===== src/rtl/rbas_pkg.sv =====
`timescale 1ns / 1ps
// ----------------------------------------------------------------------------
// rbas_pkg
// Shared types, constants and helpers for the rigid body step unit.
// ----------------------------------------------------------------------------
package rbas_pkg;

    localparam int MAX_BODIES = 8;
    localparam int IDX_W      = (MAX_BODIES > 1) ? $clog2(MAX_BODIES) : 1;
    localparam int CNT_W      = $clog2(MAX_BODIES + 1);

    localparam int ID_W      = 16;
    localparam int Q_W       = 32;
    localparam int H_W       = 31;
    localparam int FLAG_W    = 3;
    localparam int KIND_W    = 2;
    localparam int PAIR_W    = 6;
    localparam int CFG_IDX_W = 2;
    localparam int S_DATA_W  = 304;
    localparam int M_DATA_W  = 232;

    localparam int FLAG_STATIC = 0;
    localparam int FLAG_GRAV   = 1;
    localparam int FLAG_TRIG   = 2;

    typedef logic signed [Q_W-1:0] q_t;

    typedef struct packed {
        logic [ID_W-1:0]        id;
        logic [2:0][Q_W-1:0]    pos;
        logic [2:0][Q_W-1:0]    vel;
        logic [2:0][H_W-1:0]    half;
        logic [FLAG_W-1:0]      flags;
    } body_t;

    typedef enum logic [KIND_W-1:0] {
        IN_LOAD  = 2'd0,
        IN_STEP  = 2'd1,
        IN_CLEAR = 2'd2
    } in_kind_t;

    typedef enum logic [KIND_W-1:0] {
        RK_COLL  = 2'd0,
        RK_TRIG  = 2'd1,
        RK_STATE = 2'd2,
        RK_DONE  = 2'd3
    } res_kind_t;

    typedef enum logic [CFG_IDX_W-1:0] {
        CFG_TIME_STEP = 2'd0,
        CFG_GRAV_X    = 2'd1,
        CFG_GRAV_Y    = 2'd2,
        CFG_GRAV_Z    = 2'd3
    } cfg_idx_t;

    typedef enum logic [3:0] {
        OP_NONE, OP_LOAD, OP_READ, OP_GET, OP_MUL, OP_SHF, OP_ACC, OP_WB,
        OP_DIFF, OP_TEST, OP_EVENT, OP_PEN, OP_CORR, OP_STATE, OP_DONE
    } op_t;

    typedef struct packed {
        op_t             op;
        logic [IDX_W-1:0] addr_a;
        logic [IDX_W-1:0] addr_b;
        logic [1:0]       axis;
        logic             to_pos;
    } cmd_t;

    typedef struct packed {
        logic static_a;
        logic grav_a;
        logic overlap;
        logic out_free;
    } sts_t;

    function automatic q_t sat_q(input logic signed [63:0] x);
        if (x > 64'sd2147483647) begin
            return 32'sh7fffffff;
        end else if (x < -64'sd2147483648) begin
            return 32'sh80000000;
        end else begin
            return x[Q_W-1:0];
        end
    endfunction

endpackage


===== src/rtl/rbas_ctrl.sv =====
`timescale 1ns / 1ps
// ----------------------------------------------------------------------------
// rbas_ctrl
// Sequencer: loads, integration walk, pair walk, state dump and done item.
// ----------------------------------------------------------------------------
module rbas_ctrl (
    input  logic                      aclk,
    input  logic                      aresetn,
    input  logic                      s_tvalid,
    output logic                      s_tready,
    input  logic [rbas_pkg::KIND_W-1:0] s_tuser,
    input  rbas_pkg::sts_t            sts,
    output rbas_pkg::cmd_t            cmd
);
    import rbas_pkg::*;

    typedef enum logic [3:0] {
        S_IDLE, S_INT_RD, S_INT_GET, S_INT_MUL, S_INT_SHF, S_INT_ACC, S_INT_WB,
        S_PR_RD, S_PR_DIFF, S_PR_TEST, S_PR_EVENT, S_PR_PEN, S_PR_CORR,
        S_ST_RD, S_ST_OUT, S_DONE
    } state_t;

    state_t           state_reg, state_next;
    logic [CNT_W-1:0] count_reg, count_next;
    logic [CNT_W-1:0] i_reg, i_next;
    logic [CNT_W-1:0] j_reg, j_next;
    logic [1:0]       axis_reg, axis_next;
    logic             to_pos_reg, to_pos_next;
    logic [CNT_W-1:0] i_inc, i_inc2, j_inc;

    assign s_tready = (state_reg == S_IDLE);
    assign i_inc    = i_reg + CNT_W'(1);
    assign i_inc2   = i_reg + CNT_W'(2);
    assign j_inc    = j_reg + CNT_W'(1);

    always_comb begin
        state_next  = state_reg;
        count_next  = count_reg;
        i_next      = i_reg;
        j_next      = j_reg;
        axis_next   = axis_reg;
        to_pos_next = to_pos_reg;
        cmd.op      = OP_NONE;
        cmd.addr_a  = i_reg[IDX_W-1:0];
        cmd.addr_b  = j_reg[IDX_W-1:0];
        cmd.axis    = axis_reg;
        cmd.to_pos  = to_pos_reg;
        unique case (state_reg)
            S_IDLE: begin
                if (s_tvalid) begin
                    unique case (s_tuser)
                        IN_LOAD: begin
                            if (count_reg < CNT_W'(MAX_BODIES)) begin
                                cmd.op     = OP_LOAD;
                                cmd.addr_a = count_reg[IDX_W-1:0];
                                count_next = count_reg + CNT_W'(1);
                            end
                        end
                        IN_STEP: begin
                            i_next = '0;
                            if (count_reg == '0) begin
                                state_next = S_DONE;
                            end else begin
                                state_next = S_INT_RD;
                            end
                        end
                        IN_CLEAR: count_next = '0;
                        default: ;
                    endcase
                end
            end
            S_INT_RD: begin
                cmd.op     = OP_READ;
                state_next = S_INT_GET;
            end
            S_INT_GET, S_INT_WB: begin
                if (state_reg == S_INT_GET) begin
                    cmd.op = OP_GET;
                end else begin
                    cmd.op = OP_WB;
                end
                if (state_reg == S_INT_GET && !sts.static_a) begin
                    axis_next   = 2'd0;
                    to_pos_next = !sts.grav_a;
                    state_next  = S_INT_MUL;
                end else if (i_inc != count_reg) begin
                    i_next     = i_inc;
                    state_next = S_INT_RD;
                end else if (count_reg < CNT_W'(2)) begin
                    i_next     = '0;
                    state_next = S_ST_RD;
                end else begin
                    i_next     = '0;
                    j_next     = CNT_W'(1);
                    state_next = S_PR_RD;
                end
            end
            S_INT_MUL: begin
                cmd.op     = OP_MUL;
                state_next = S_INT_SHF;
            end
            S_INT_SHF: begin
                cmd.op     = OP_SHF;
                state_next = S_INT_ACC;
            end
            S_INT_ACC: begin
                cmd.op = OP_ACC;
                if (axis_reg != 2'd2) begin
                    axis_next  = axis_reg + 2'd1;
                    state_next = S_INT_MUL;
                end else if (!to_pos_reg) begin
                    axis_next   = 2'd0;
                    to_pos_next = 1'b1;
                    state_next  = S_INT_MUL;
                end else begin
                    state_next = S_INT_WB;
                end
            end
            S_PR_RD: begin
                cmd.op     = OP_READ;
                state_next = S_PR_DIFF;
            end
            S_PR_DIFF: begin
                cmd.op     = OP_DIFF;
                state_next = S_PR_TEST;
            end
            S_PR_TEST: begin
                cmd.op     = OP_TEST;
                state_next = S_PR_EVENT;
            end
            S_PR_EVENT, S_PR_CORR: begin
                if (state_reg == S_PR_EVENT && sts.overlap) begin
                    if (sts.out_free) begin
                        cmd.op     = OP_EVENT;
                        state_next = S_PR_PEN;
                    end
                end else begin
                    if (state_reg == S_PR_CORR) begin
                        cmd.op = OP_CORR;
                    end
                    if (j_inc != count_reg) begin
                        j_next     = j_inc;
                        state_next = S_PR_RD;
                    end else if (i_inc2 == count_reg) begin
                        i_next     = '0;
                        state_next = S_ST_RD;
                    end else begin
                        i_next     = i_inc;
                        j_next     = i_inc2;
                        state_next = S_PR_RD;
                    end
                end
            end
            S_PR_PEN: begin
                cmd.op     = OP_PEN;
                state_next = S_PR_CORR;
            end
            S_ST_RD: begin
                cmd.op     = OP_READ;
                state_next = S_ST_OUT;
            end
            S_ST_OUT: begin
                if (sts.out_free) begin
                    cmd.op = OP_STATE;
                    if (i_inc == count_reg) begin
                        state_next = S_DONE;
                    end else begin
                        i_next     = i_inc;
                        state_next = S_ST_RD;
                    end
                end
            end
            S_DONE: begin
                if (sts.out_free) begin
                    cmd.op     = OP_DONE;
                    state_next = S_IDLE;
                end
            end
            default: state_next = S_IDLE;
        endcase
    end

    always_ff @(posedge aclk) begin
        if (!aresetn) begin
            state_reg  <= S_IDLE;
            count_reg  <= '0;
            i_reg      <= '0;
            j_reg      <= '0;
            axis_reg   <= '0;
            to_pos_reg <= 1'b0;
        end else begin
            state_reg  <= state_next;
            count_reg  <= count_next;
            i_reg      <= i_next;
            j_reg      <= j_next;
            axis_reg   <= axis_next;
            to_pos_reg <= to_pos_next;
        end
    end

`ifndef SYNTH
    a_count_bound: assert property (@(posedge aclk) disable iff (!aresetn)
        count_reg <= CNT_W'(MAX_BODIES))
        else $error("body count above table size");

    a_pair_order: assert property (@(posedge aclk) disable iff (!aresetn)
        (state_reg == S_PR_RD || state_reg == S_PR_DIFF || state_reg == S_PR_TEST)
        |-> (j_reg > i_reg && j_reg < count_reg))
        else $error("pair indices out of order");

    a_emit_free: assert property (@(posedge aclk) disable iff (!aresetn)
        (cmd.op == OP_EVENT || cmd.op == OP_STATE || cmd.op == OP_DONE)
        |-> sts.out_free)
        else $error("result issued while output register busy");

    a_step_ends: assert property (@(posedge aclk) disable iff (!aresetn)
        (state_reg == S_DONE && sts.out_free) |=> (state_reg == S_IDLE))
        else $error("done item did not end the step");
`endif

endmodule


===== config.mk =====
export PLATFORM = sky130hd
export DESIGN_NAME = rbas_ctrl
export DESIGN_NICKNAME = d
export VERILOG_FILES = /design/src/rtl/rbas_pkg.sv /design/src/rtl/rbas_ctrl.sv
export SDC_FILE = /design/constraint.sdc
export NUM_CORES = 1
export LEC_CHECK = 0
export BUFFER_PORTS_ARGS = -buffer_cell sky130_fd_sc_hd__buf_2
export CAP_MARGIN = 20
export CELL_PAD_IN_SITES_DETAIL_PLACEMENT = 1
export CELL_PAD_IN_SITES_GLOBAL_PLACEMENT = 2
export CORE_MARGIN = 1
export CORE_UTILIZATION = 34
export DETAILED_ROUTE_END_ITERATION = 8
export GPL_TIMING_DRIVEN = 0
export PLACE_DENSITY = 0.77
export SYNTH_ARGS = -nofsm -noshare
export SYNTH_HDL_FRONTEND = slang
export SYNTH_SLANG_ARGS = --single-unit

===== constraint.sdc =====
create_clock -name aclk -period 2.7 [get_ports aclk]
set_input_delay 0 -clock aclk [delete_from_list [all_inputs] [get_ports aclk]]
set_output_delay 0 -clock aclk [all_outputs]
set_load 0.05 [all_outputs]

* Yosys cells after proc, flatten, opt, wreduce, memory -nomap -nowiden *
Cells that the tools add are included.

storage, ports and cells
  flip-flop bits (word level) = 19
  word-level logic and storage cells = 124
  input bits = 9
  output and inout port bits = 14

operators by class
  order comparisons = 2
  equality and inequality tests = 38
  reduce and logical (&&, ||, !) cells = 20
  mux-type cells = 53
  add/subtract/negate cells = 5

operator list
  cell                 number
  $mux 4               36
  $pmux 4 s14          1
  $pmux 4 s12          1
  $eq 4x4->1 const B   8
  $ne 2x2->1 const B   13
  $eq 4x3->1 const B   4
  $pmux 4 s2           2
  $pmux 4 s4           1
  $add 4x1->4 const B  3
  $mux 3               4
  $ne 3x3->1 const B   3
  $eq 4x2->1 const B   2
  $eq 4x4->1           2
  $logic_not 4->1      2
  $mux 2               4
  $ne 4x4->1           2
  $reduce_and 8->1     1
  $reduce_and 3->1     2
  $reduce_and 6->1     1
  $reduce_bool 2->1    3
  $reduce_and 5->1     1
  $add 4x2->4 const B  1
  $eq 4x1->1 const B   1
  $lt 4x2->1 const B   1
  other kinds (15)     19

* Depth between registers and ports, before layout *
Gate-level depths: netlist (run 1).

  word-level depth = 6
  gate-level depth with buffers = 8
  mapped depth without buffers = 7

* Worst setup path before layout (run 1) *
Ideal clock, no wire load.

  kind = flip-flop to output port
  from = register state_reg[1]
  to = output port cmd[6] (netlist bit)
  arrival = 2.672 ns
  stages on the path, launching flop included = 6
  buffers on the path = 1
  setup slack = 0.028 ns
  data required time = 2.700 ns
  cell sequence = dfxtp_1 > buf_1 > nor4_4 > nand2_1 > or4_1 > o21ai_1

RTL lines
  what                    RTL line          source
  from (decl)             rbas_ctrl.sv:23   state_t state_reg, state_next;
  from (signal assigned)  rbas_ctrl.sv:192  state_reg <= state_next;
  to (decl)               rbas_ctrl.sv:13   output rbas_pkg::cmd_t cmd

==> impl_metrics.ini, run 1 <==
[place]
place_inst = 322
dp_hpwl_um = 4030
gp_congestion = 0.814
place_ws_ps = 507
io_buffer_count = 22

[detailed_routing]
routedWlPerCell_um = 15.7
wl_um = 5120
num_vias = 1791
ant_nets = 0
vias_per_cell = 5.49
firstDrtPassIters = 4
drc_errors = 0
initialDrtViolationCount = 70

[power]
p_per_area_nw_per_um2 = 836
power.total_mw = 1.71
power.leakage_nw = 0.812
peakVddDrop_v = 0.000333

[synthesis]
postSynthAreaPerCell_sq_um = 7.82
synth-seq-cells = 19
synth.distinct_cells = 59
yosys_warnings = 0
synth_edf_count = 0
synth_nets = 244
synth_ff_type = dfxtp_1
syn-cell-area_sq_um = 1800
yosysSeqAreaShare_pct = 21.1
synthCells = 230
async_reset_ff_share_pct = 0

[cts]
clock-sinks = 19
post_cts_buffers = 0
tritoncts = built
clk_pin_slew_ps = 80
cts_buffers = 3
htreeDepth = 1
clk_latency_ps = 260
cts-root-buf = clkbuf_8
hold_buffers = 0
ctsResizeCount = 0
clockBufferDepth = 2

[sta]
tightest_slew_ps = 526
finalSetupTns_ps = 0
fin_crit_ps = 2470
relSlewSlack_pct = 64.6
fin_crit_sh_pct = 91.4
clock.fmax_mhz = 405
fin_skew_ps = 11.8
fin_ws_ps = 233
slew_viol_final = 0
rsz0062_at_grt = no
hold_viol_final = 0
finalSetupViolCount = 0

[global_route]
antenna_found_initial = 0
grt_max_degree = 13
overflow = 0
grt_pass1_wl_um = 8200
grt_usage_pct = 19.3
grt_pass1_vias = 1624

[hold_path]
hp-class = input port to flop

[die]
core_area_sq_um = 5110
dieArea_sq_um = 5590
dieHeight_um = 74.7
start_util_pct = 35.2
die_x_um = 74.7
rows = 26
io_pins = 23

[layout]
syn_to_final_growth_pct = 13.7
mostFrequentLayoutCell = buf_2
antenna_cells = 0
fin_util_pct = 40.1
layout_common_cells = 25 x buf_2, 22 x nand2_1, 19 x dfxtp_1
finalNetCount = 271
fillers = 689
fin_cells = 326
final_layout_size_suffix_gt1_share_pct = 18.8

[worst_setup_path]
setup.worst_path.start_class = flop
cp.required_ps = 2700
end_kind = primary output
critPathMaxFanout = 10
critPathArrivalTime_ps = 2470
criticalPathCategory = flop to primary output

[job]
cap_violations = 0

[run_status]
status = complete, no violations
-- power by group --
group	leakage [nW]	switching [mW]	total [mW]	internal [mW]
sequential	0.154	0.0492	0.367	0.318
combinational	0.636	0.780	1.13	0.354
clock	0.0217	0.104	0.209	0.104
total	0.812	0.934	1.71	0.776
-- kinds of logic after synthesis --
family | after synthesis | synth area share [%]
buf+inv | 27 | 7.09
simple gates | 96 | 30.9
flops | 19 | 21.1
compound gates | 61 | 23.8
mux | 5 | 2.92
fa+ha+maj | 5 | 3.48
xor+xnor | 17 | 10.6
-- per-layer routing --
metal | part of all wire, % | global-route usage, % | vias up
li1 | - | - | 889
met3 | 3.4 | 2.95 | 4
met5 | 0 | 0 | -
met2 | 44 | 30.3 | 35
met1 | 52 | 28.1 | 863
met4 | 0.74 | 3.77 | 0
-- worst paths after layout --
| check | start | end | slack [ps] | depth (start not counted) |
|---|---|---|---|---|
| worst min register to register | j_reg[3] | j_reg[3] | 480 | 2 |
| worst max register to register | j_reg[0] | i_reg[0] | 520 | 7 |
| worst max-delay path | state_reg[0] | cmd[8] | 230 | 6 |
| worst min-delay path | sts[2] | to_pos_reg | 20 | 4 |
-- worst max-delay path: stages, from the launching register on --
cell      delay (ps)
dfxtp_1          300
clkbuf_1         250
nor4_4           460
nand2_1          170
nor4_2           420
mux2_2           390
buf_2            210
-- synth_stat cells, types with 6 or more instances --
cell	number	area share [%]
a21oi_1	12	3.3
clkbuf_1	7	1.5
dfxtp_1	19	21
inv_1	9	1.9
nand2_1	22	4.6
nor2_1	18	3.8
nor2b_1	7	2.4
nor3_1	7	1.9
o21ai_0	15	4.2
or3_1	7	2.4
xnor2_1	8	3.9
xor2_1	6	2.9
-- stage by stage --
| stage | cell area, sq um | hold WS (ps) |
|---|---|---|
| floorplan | 1800 | 139 |
| detailed placement | 2000 | 303 |
| CTS | 2050 | 12.0 |
| finish | 2050 | 19.1 |
| global placement | 2000 | 293 |
| global route | 2050 | 30.5 |
-- area by class of cell --
| type | count | area, sq um | area share (%) |
|---|---|---|---|
| repair buffers | 22 | 110 | 5.38 |
| flip-flops and latches | 19 | 380 | 18.6 |
| multi-input cells | 184 | 1290 | 63.1 |
| inverters | 10 | 37.5 | 1.83 |
| clock inverters | 1 | 7.51 | 0.367 |
| clock buffers | 3 | 41.3 | 2.02 |
| well taps | 70 | 87.6 | 4.28 |
| plain buffers | 17 | 90.1 | 4.40 |
Power figures use the tool's default switching activity.
==> run 2: changes to the inputs <==
==> constraint.sdc (replaced) <==
create_clock -name aclk -period 2.7 [get_ports aclk]
set_input_delay 0.675 -clock aclk [delete_from_list [all_inputs] [get_ports aclk]]
set_output_delay 0.675 -clock aclk [all_outputs]
set_load 0.05 [all_outputs]
==> run 2 against run 1 <==
Net effect:
- via count is 0.56% lower
- global-route usage increased by 1.0 points
- largest cell class unchanged
- combinational power is 14% higher
- total power is 10% higher
- maximum frequency fell by 8.3%
- largest power group unchanged
- highest routed layer unchanged
- non-clock buffer count up 8
- critical path type unchanged
- critical endpoint unchanged
- sequential cell count is the same
==> impl_metrics.ini, run 2 (same netlist as run 1, synthesis figures left out) <==
[sta]
fin_skew_ps = 1.23
hold_viol_final = 0
finalSetupViolCount = 0
clock.fmax_mhz = 372
fin_ws_ps = 8.64
relSlewSlack_pct = 65.4
slew_viol_final = 0
rsz0062_at_grt = yes
finalSetupTns_ps = 0
tightest_slew_ps = 520
fin_crit_ps = 2690
fin_crit_sh_pct = 99.7

[place]
gp_congestion = 0.870
io_buffer_count = 22
place_ws_ps = 14.0
place_inst = 322
dp_hpwl_um = 4080
placed_area_sq_um = 2050

[worst_setup_path]
timing.rr.start = i_reg[0]
slowest_stage = dfxtp_4
setup.worst_path.start_class = flop
cp.required_ps = 2030
critPathArrivalTime_ps = 2020
end_kind = primary output
criticalPathCategory = flop to primary output
startpoint = state_reg[1]
crit_top_cell = nor4_4
critPathMaxFanout = 7
crit_chain = nor4_4 -> nand2_2 -> nor4_4 -> mux2_4 -> buf_6
max_stage_delay_ps = 380

[layout]
finalNetCount = 279
antenna_cells = 0
final_area_sq_um = 2210
layout_common_cells = 20 x nand2_1, 19 x buf_2, 18 x nor2_1
syn_to_final_growth_pct = 22.6
final_layout_size_suffix_gt1_share_pct = 26.9
fin_util_pct = 43.2
fin_cells = 334
fillers = 649
mostFrequentLayoutCell = nand2_1

[detailed_routing]
wl_um = 5390
drc_errors = 0
num_vias = 1781
firstDrtPassIters = 4
ant_nets = 0
vias_per_cell = 5.33
initialDrtViolationCount = 95
routedWlPerCell_um = 16.1

[cts]
htreeDepth = 1
cts_buffers = 3
cts-root-buf = clkbuf_8
clock-sinks = 19
clk_latency_ps = 260
clk_pin_slew_ps = 70
tritoncts = built
hold_buffers = 0
clockBufferDepth = 2

[power]
power_frac_clock_pct = 10.9
p_int_uw = 902
netSwitchingFraction_pct = 52.1
peakVddDrop_v = 0.000340
power.leakage_nw = 0.897
p_switching_uw = 980
seq_power_share_pct = 20.4
combPwrFrac_pct = 68.7
p_per_area_nw_per_um2 = 853

[die]
io_pins = 23
start_util_pct = 35.2
core_area_sq_um = 5110
dieHeight_um = 74.7
die_x_um = 74.7
rows = 26
dieArea_sq_um = 5590

[global_route]
grt_pass1_wl_um = 8630
grt_usage_pct = 20.4
antenna_found_initial = 0
grt_pass1_vias = 1658
grt_max_degree = 14
overflow = 0

[job]
cap_violations = 0

[hold_path]
hold_path_startpoint = j_reg[3]
hp-class = flop to flop

[run_status]
status = complete, no violations
run 2: cell types whose count changed in the layout (fill, tap and decap cells not counted), moves of 3 or more:
cell	change
buf_2	-6
dfxtp_1	-3
clkbuf_2	+3
clkbuf_1	-4
buf_4	+12
run 2: timing repair:
action	CTS	global route
resized for setup	9	9
pin swaps	3	1
setup endpoints to repair	7	6
endpoints found under the hold margin	0	0
cloned	0	0
buffers inserted	3	7
run 2: power groups by stage:
stage,registers (mW),logic [mW],clock network [mW]
after floorplan,0.370,0.907,0
after global placement,0.374,1.18,0
after global routing,0.391,1.40,0.225
after CTS,0.385,1.21,0.215
after detailed placement,0.377,1.17,0
final,0.384,1.29,0.205
run 2: critical path: cells and delay by family (launching register included):
family / cells / cell delay [ps]
AND/OR/NAND/NOR: 3 / 880
flip-flops: 1 / 380
multiplexers: 1 / 340
buffers and inverters: 1 / 150
run 2: layout make-up:
type / count / area (sq um) / share of cell area [%]
Timing Repair Buffer: 32 / 205 / 9.30
Tap cell: 70 / 87.6 / 3.97
Multi-Input combinational cell: 184 / 1350 / 61.0
Clock buffer: 4 / 45.0 / 2.04
Buffer: 15 / 98.8 / 4.48
Inverter: 10 / 37.5 / 1.70
Sequential cell: 19 / 387 / 17.5
run 2: routing by layer:
layer | track usage (%) | up-vias | share of wire, %
li1 | - | 906 | -
met1 | 31.1 | 845 | 52
met2 | 31.0 | 28 | 45
met3 | 3.21 | 2 | 2.7
met4 | 1.89 | 0 | 0.43
met5 | 0 | - | 0
run 2: per-stage QoR:
stage	hold WS [ps]	power, mW
2_1_floorplan	454	1.28
3_3_place_gp	475	1.55
6_report	485	1.88
3_5_place_dp	478	1.55
5_1_grt	527	2.02
4_1_cts	490	1.81
run 2: path summary, 6_finish.rpt:
check | slack [ps] | cells after the start | to
worst max-delay path | 9 | 5 | cmd[8]
worst max register to register | 500 | 7 | i_reg[3]
worst min-delay path | 480 | 2 | j_reg[3]
worst min register to register | 480 | 2 | j_reg[3]
==> run 3: changes to the inputs <==
==> constraint.sdc (replaced) <==
create_clock -name aclk -period 2.7 [get_ports aclk]
set_input_delay 0.27 -clock aclk [delete_from_list [all_inputs] [get_ports aclk]]
set_output_delay 0.27 -clock aclk [all_outputs]
set_load 0.05 [all_outputs]
==> run 3 against run 2 <==
Net effect:
- combinational power shrank 9%
- design area shrank 6.1%
- sequential power shrank 4%
- non-clock buffer count shrank 7
- maximum frequency grew 5.5%
- total power shrank 6.8%
- first-iteration DRC count shrank 13%
==> impl_metrics.ini, run 3 (same netlist as run 1, synthesis figures left out) <==
[run_status]
status = complete, no violations

[hold_path]
hold_depth = 4
hp-class = input port to flop
worstHoldEndpoint = to_pos_reg
hold_path_startpoint = sts[2]

[global_route]
use_met1_pct = 30.4
antenna_found_initial = 0
use_met3_pct = 3.35
grt_pass1_vias = 1760
grtUsageMet2_pct = 30.9
grt_max_degree = 13
grt_pass1_wl_um = 8680
top_usage_layer = met2
grt_usage_pct = 20.5
overflow = 0

[power]
peakVddDrop_v = 0.000354
power.leakage_nw = 0.825
p_per_area_nw_per_um2 = 847

[layout]
antenna_cells = 0
finalNetCount = 272
layout_common_cells = 25 x buf_2, 22 x nand2_1, 19 x dfxtp_1
final_layout_size_suffix_gt1_share_pct = 20.2
fin_util_pct = 40.5
syn_to_final_growth_pct = 15.1
mostFrequentLayoutCell = buf_2

[worst_setup_path]
r2r_cells = 7
slowest_stage = mux2_2
crit_chain = buf_1 -> nor4_4 -> nand2_1 -> nor4_4 -> mux2_2 -> buf_2
crit_top_cell = nor4_4
timing.rr.start = i_reg[0]
crit_family = simple AND/OR/NAND/NOR gates
startpoint = state_reg[1]
r2r_end = i_reg[2]
max_stage_delay_ps = 370
critPathArrivalTime_ps = 2280
criticalPathCategory = flop to primary output
end_kind = primary output
cp.required_ps = 2430
critPathMaxFanout = 10
r2r_setup_slack_ps = 500
crit_buf_inv = 2
setup.worst_path.start_class = flop

[sta]
finalSetupViolCount = 0
fin_ws_ps = 149
tightest_slew_ps = 524
fin_crit_ps = 2550
hold_viol_final = 0
slew_viol_final = 0
finalSetupTns_ps = 0
relSlewSlack_pct = 65.1
fin_crit_sh_pct = 94.5
rsz0062_at_grt = no
fin_skew_ps = 13.0
clock.fmax_mhz = 392

[die]
start_util_pct = 35.2
dieHeight_um = 74.7
io_pins = 23
core_area_sq_um = 5110
dieArea_sq_um = 5590
die_x_um = 74.7
rows = 26

[detailed_routing]
routedWlPerCell_um = 16.3
drc_errors = 0
vias_per_cell = 5.53
firstDrtPassIters = 4
ant_nets = 0
wl_um = 5320
num_vias = 1807
initialDrtViolationCount = 83

[place]
io_buffer_count = 22
gp_congestion = 0.804
place_ws_ps = 257
dp_hpwl_um = 4060

[cts]
clk_pin_slew_ps = 90
clockBufferDepth = 2
tritoncts = built
clk_latency_ps = 270
htreeDepth = 1
hold_buffers = 0
cts_buffers = 3
cts-root-buf = clkbuf_8
clock-sinks = 19

[job]
cap_violations = 0
[run 3: metal layers]
metal  part of all wire (%)  vias to the layer above  wire length, um
met1                     51                      882             2730
met3                    3.0                        4              161
met5                      0                        -                0
li1                       -                      891                -
met2                     45                       30             2380
met4                   0.90                        0               48
[run 3: worst max-delay path by stage]
stage / to / slack [ps] / cells past startpoint
6_report: cmd[8] / 150 / 6
5_1_grt: cmd[6] / 30 / 6
4_1_cts: cmd[6] / 20 / 6
3_5_place_dp: cmd[8] / 260 / 6
3_3_place_gp: cmd[8] / 250 / 6
2_1_floorplan: cmd[6] / 10 / 5
[run 3: where the power goes]
group | internal, mW | leakage, nW | switching, mW
registers | 0.318 | 0.154 | 0.0487
clock network | 0.104 | 0.0217 | 0.109
logic | 0.372 | 0.649 | 0.802
[run 3: worst min-delay path: stages]
cell	delay [ps]
buf_2	70
nand2_1	40
o21ai_0	60
a21oi_1	60
[run 3: final cells by class]
class                   count  area [sq um]
plain buffers              17          91.3
clock buffers               3          41.3
clock inverters             1          7.51
fillers                   670          3040
inverters                  10          37.5
multi-input cells         184          1310
flip-flops and latches     19           380
well taps                  70          87.6
repair buffers             23           118
[run 3: timing repair]
action                                  CTS  global route
resized for setup                         1             3
cloned                                    0             0
pin swaps                                 1             1
endpoints found under the setup margin    3             3
buffers inserted                          1             0
[run 3: through the flow]
step / power [mW] / hold WS (ps) / cell area [sq um] / std cells
finish: 1.75 / 278 / 2070 / 327
global placement: 1.51 / 475 / 2000 / 322
CTS: 1.75 / 276 / 2070 / 327
detailed placement: 1.51 / 475 / 2000 / 322
floorplan: 1.23 / 409 / 1800 / 230
global route: 1.89 / 300 / 2070 / 327
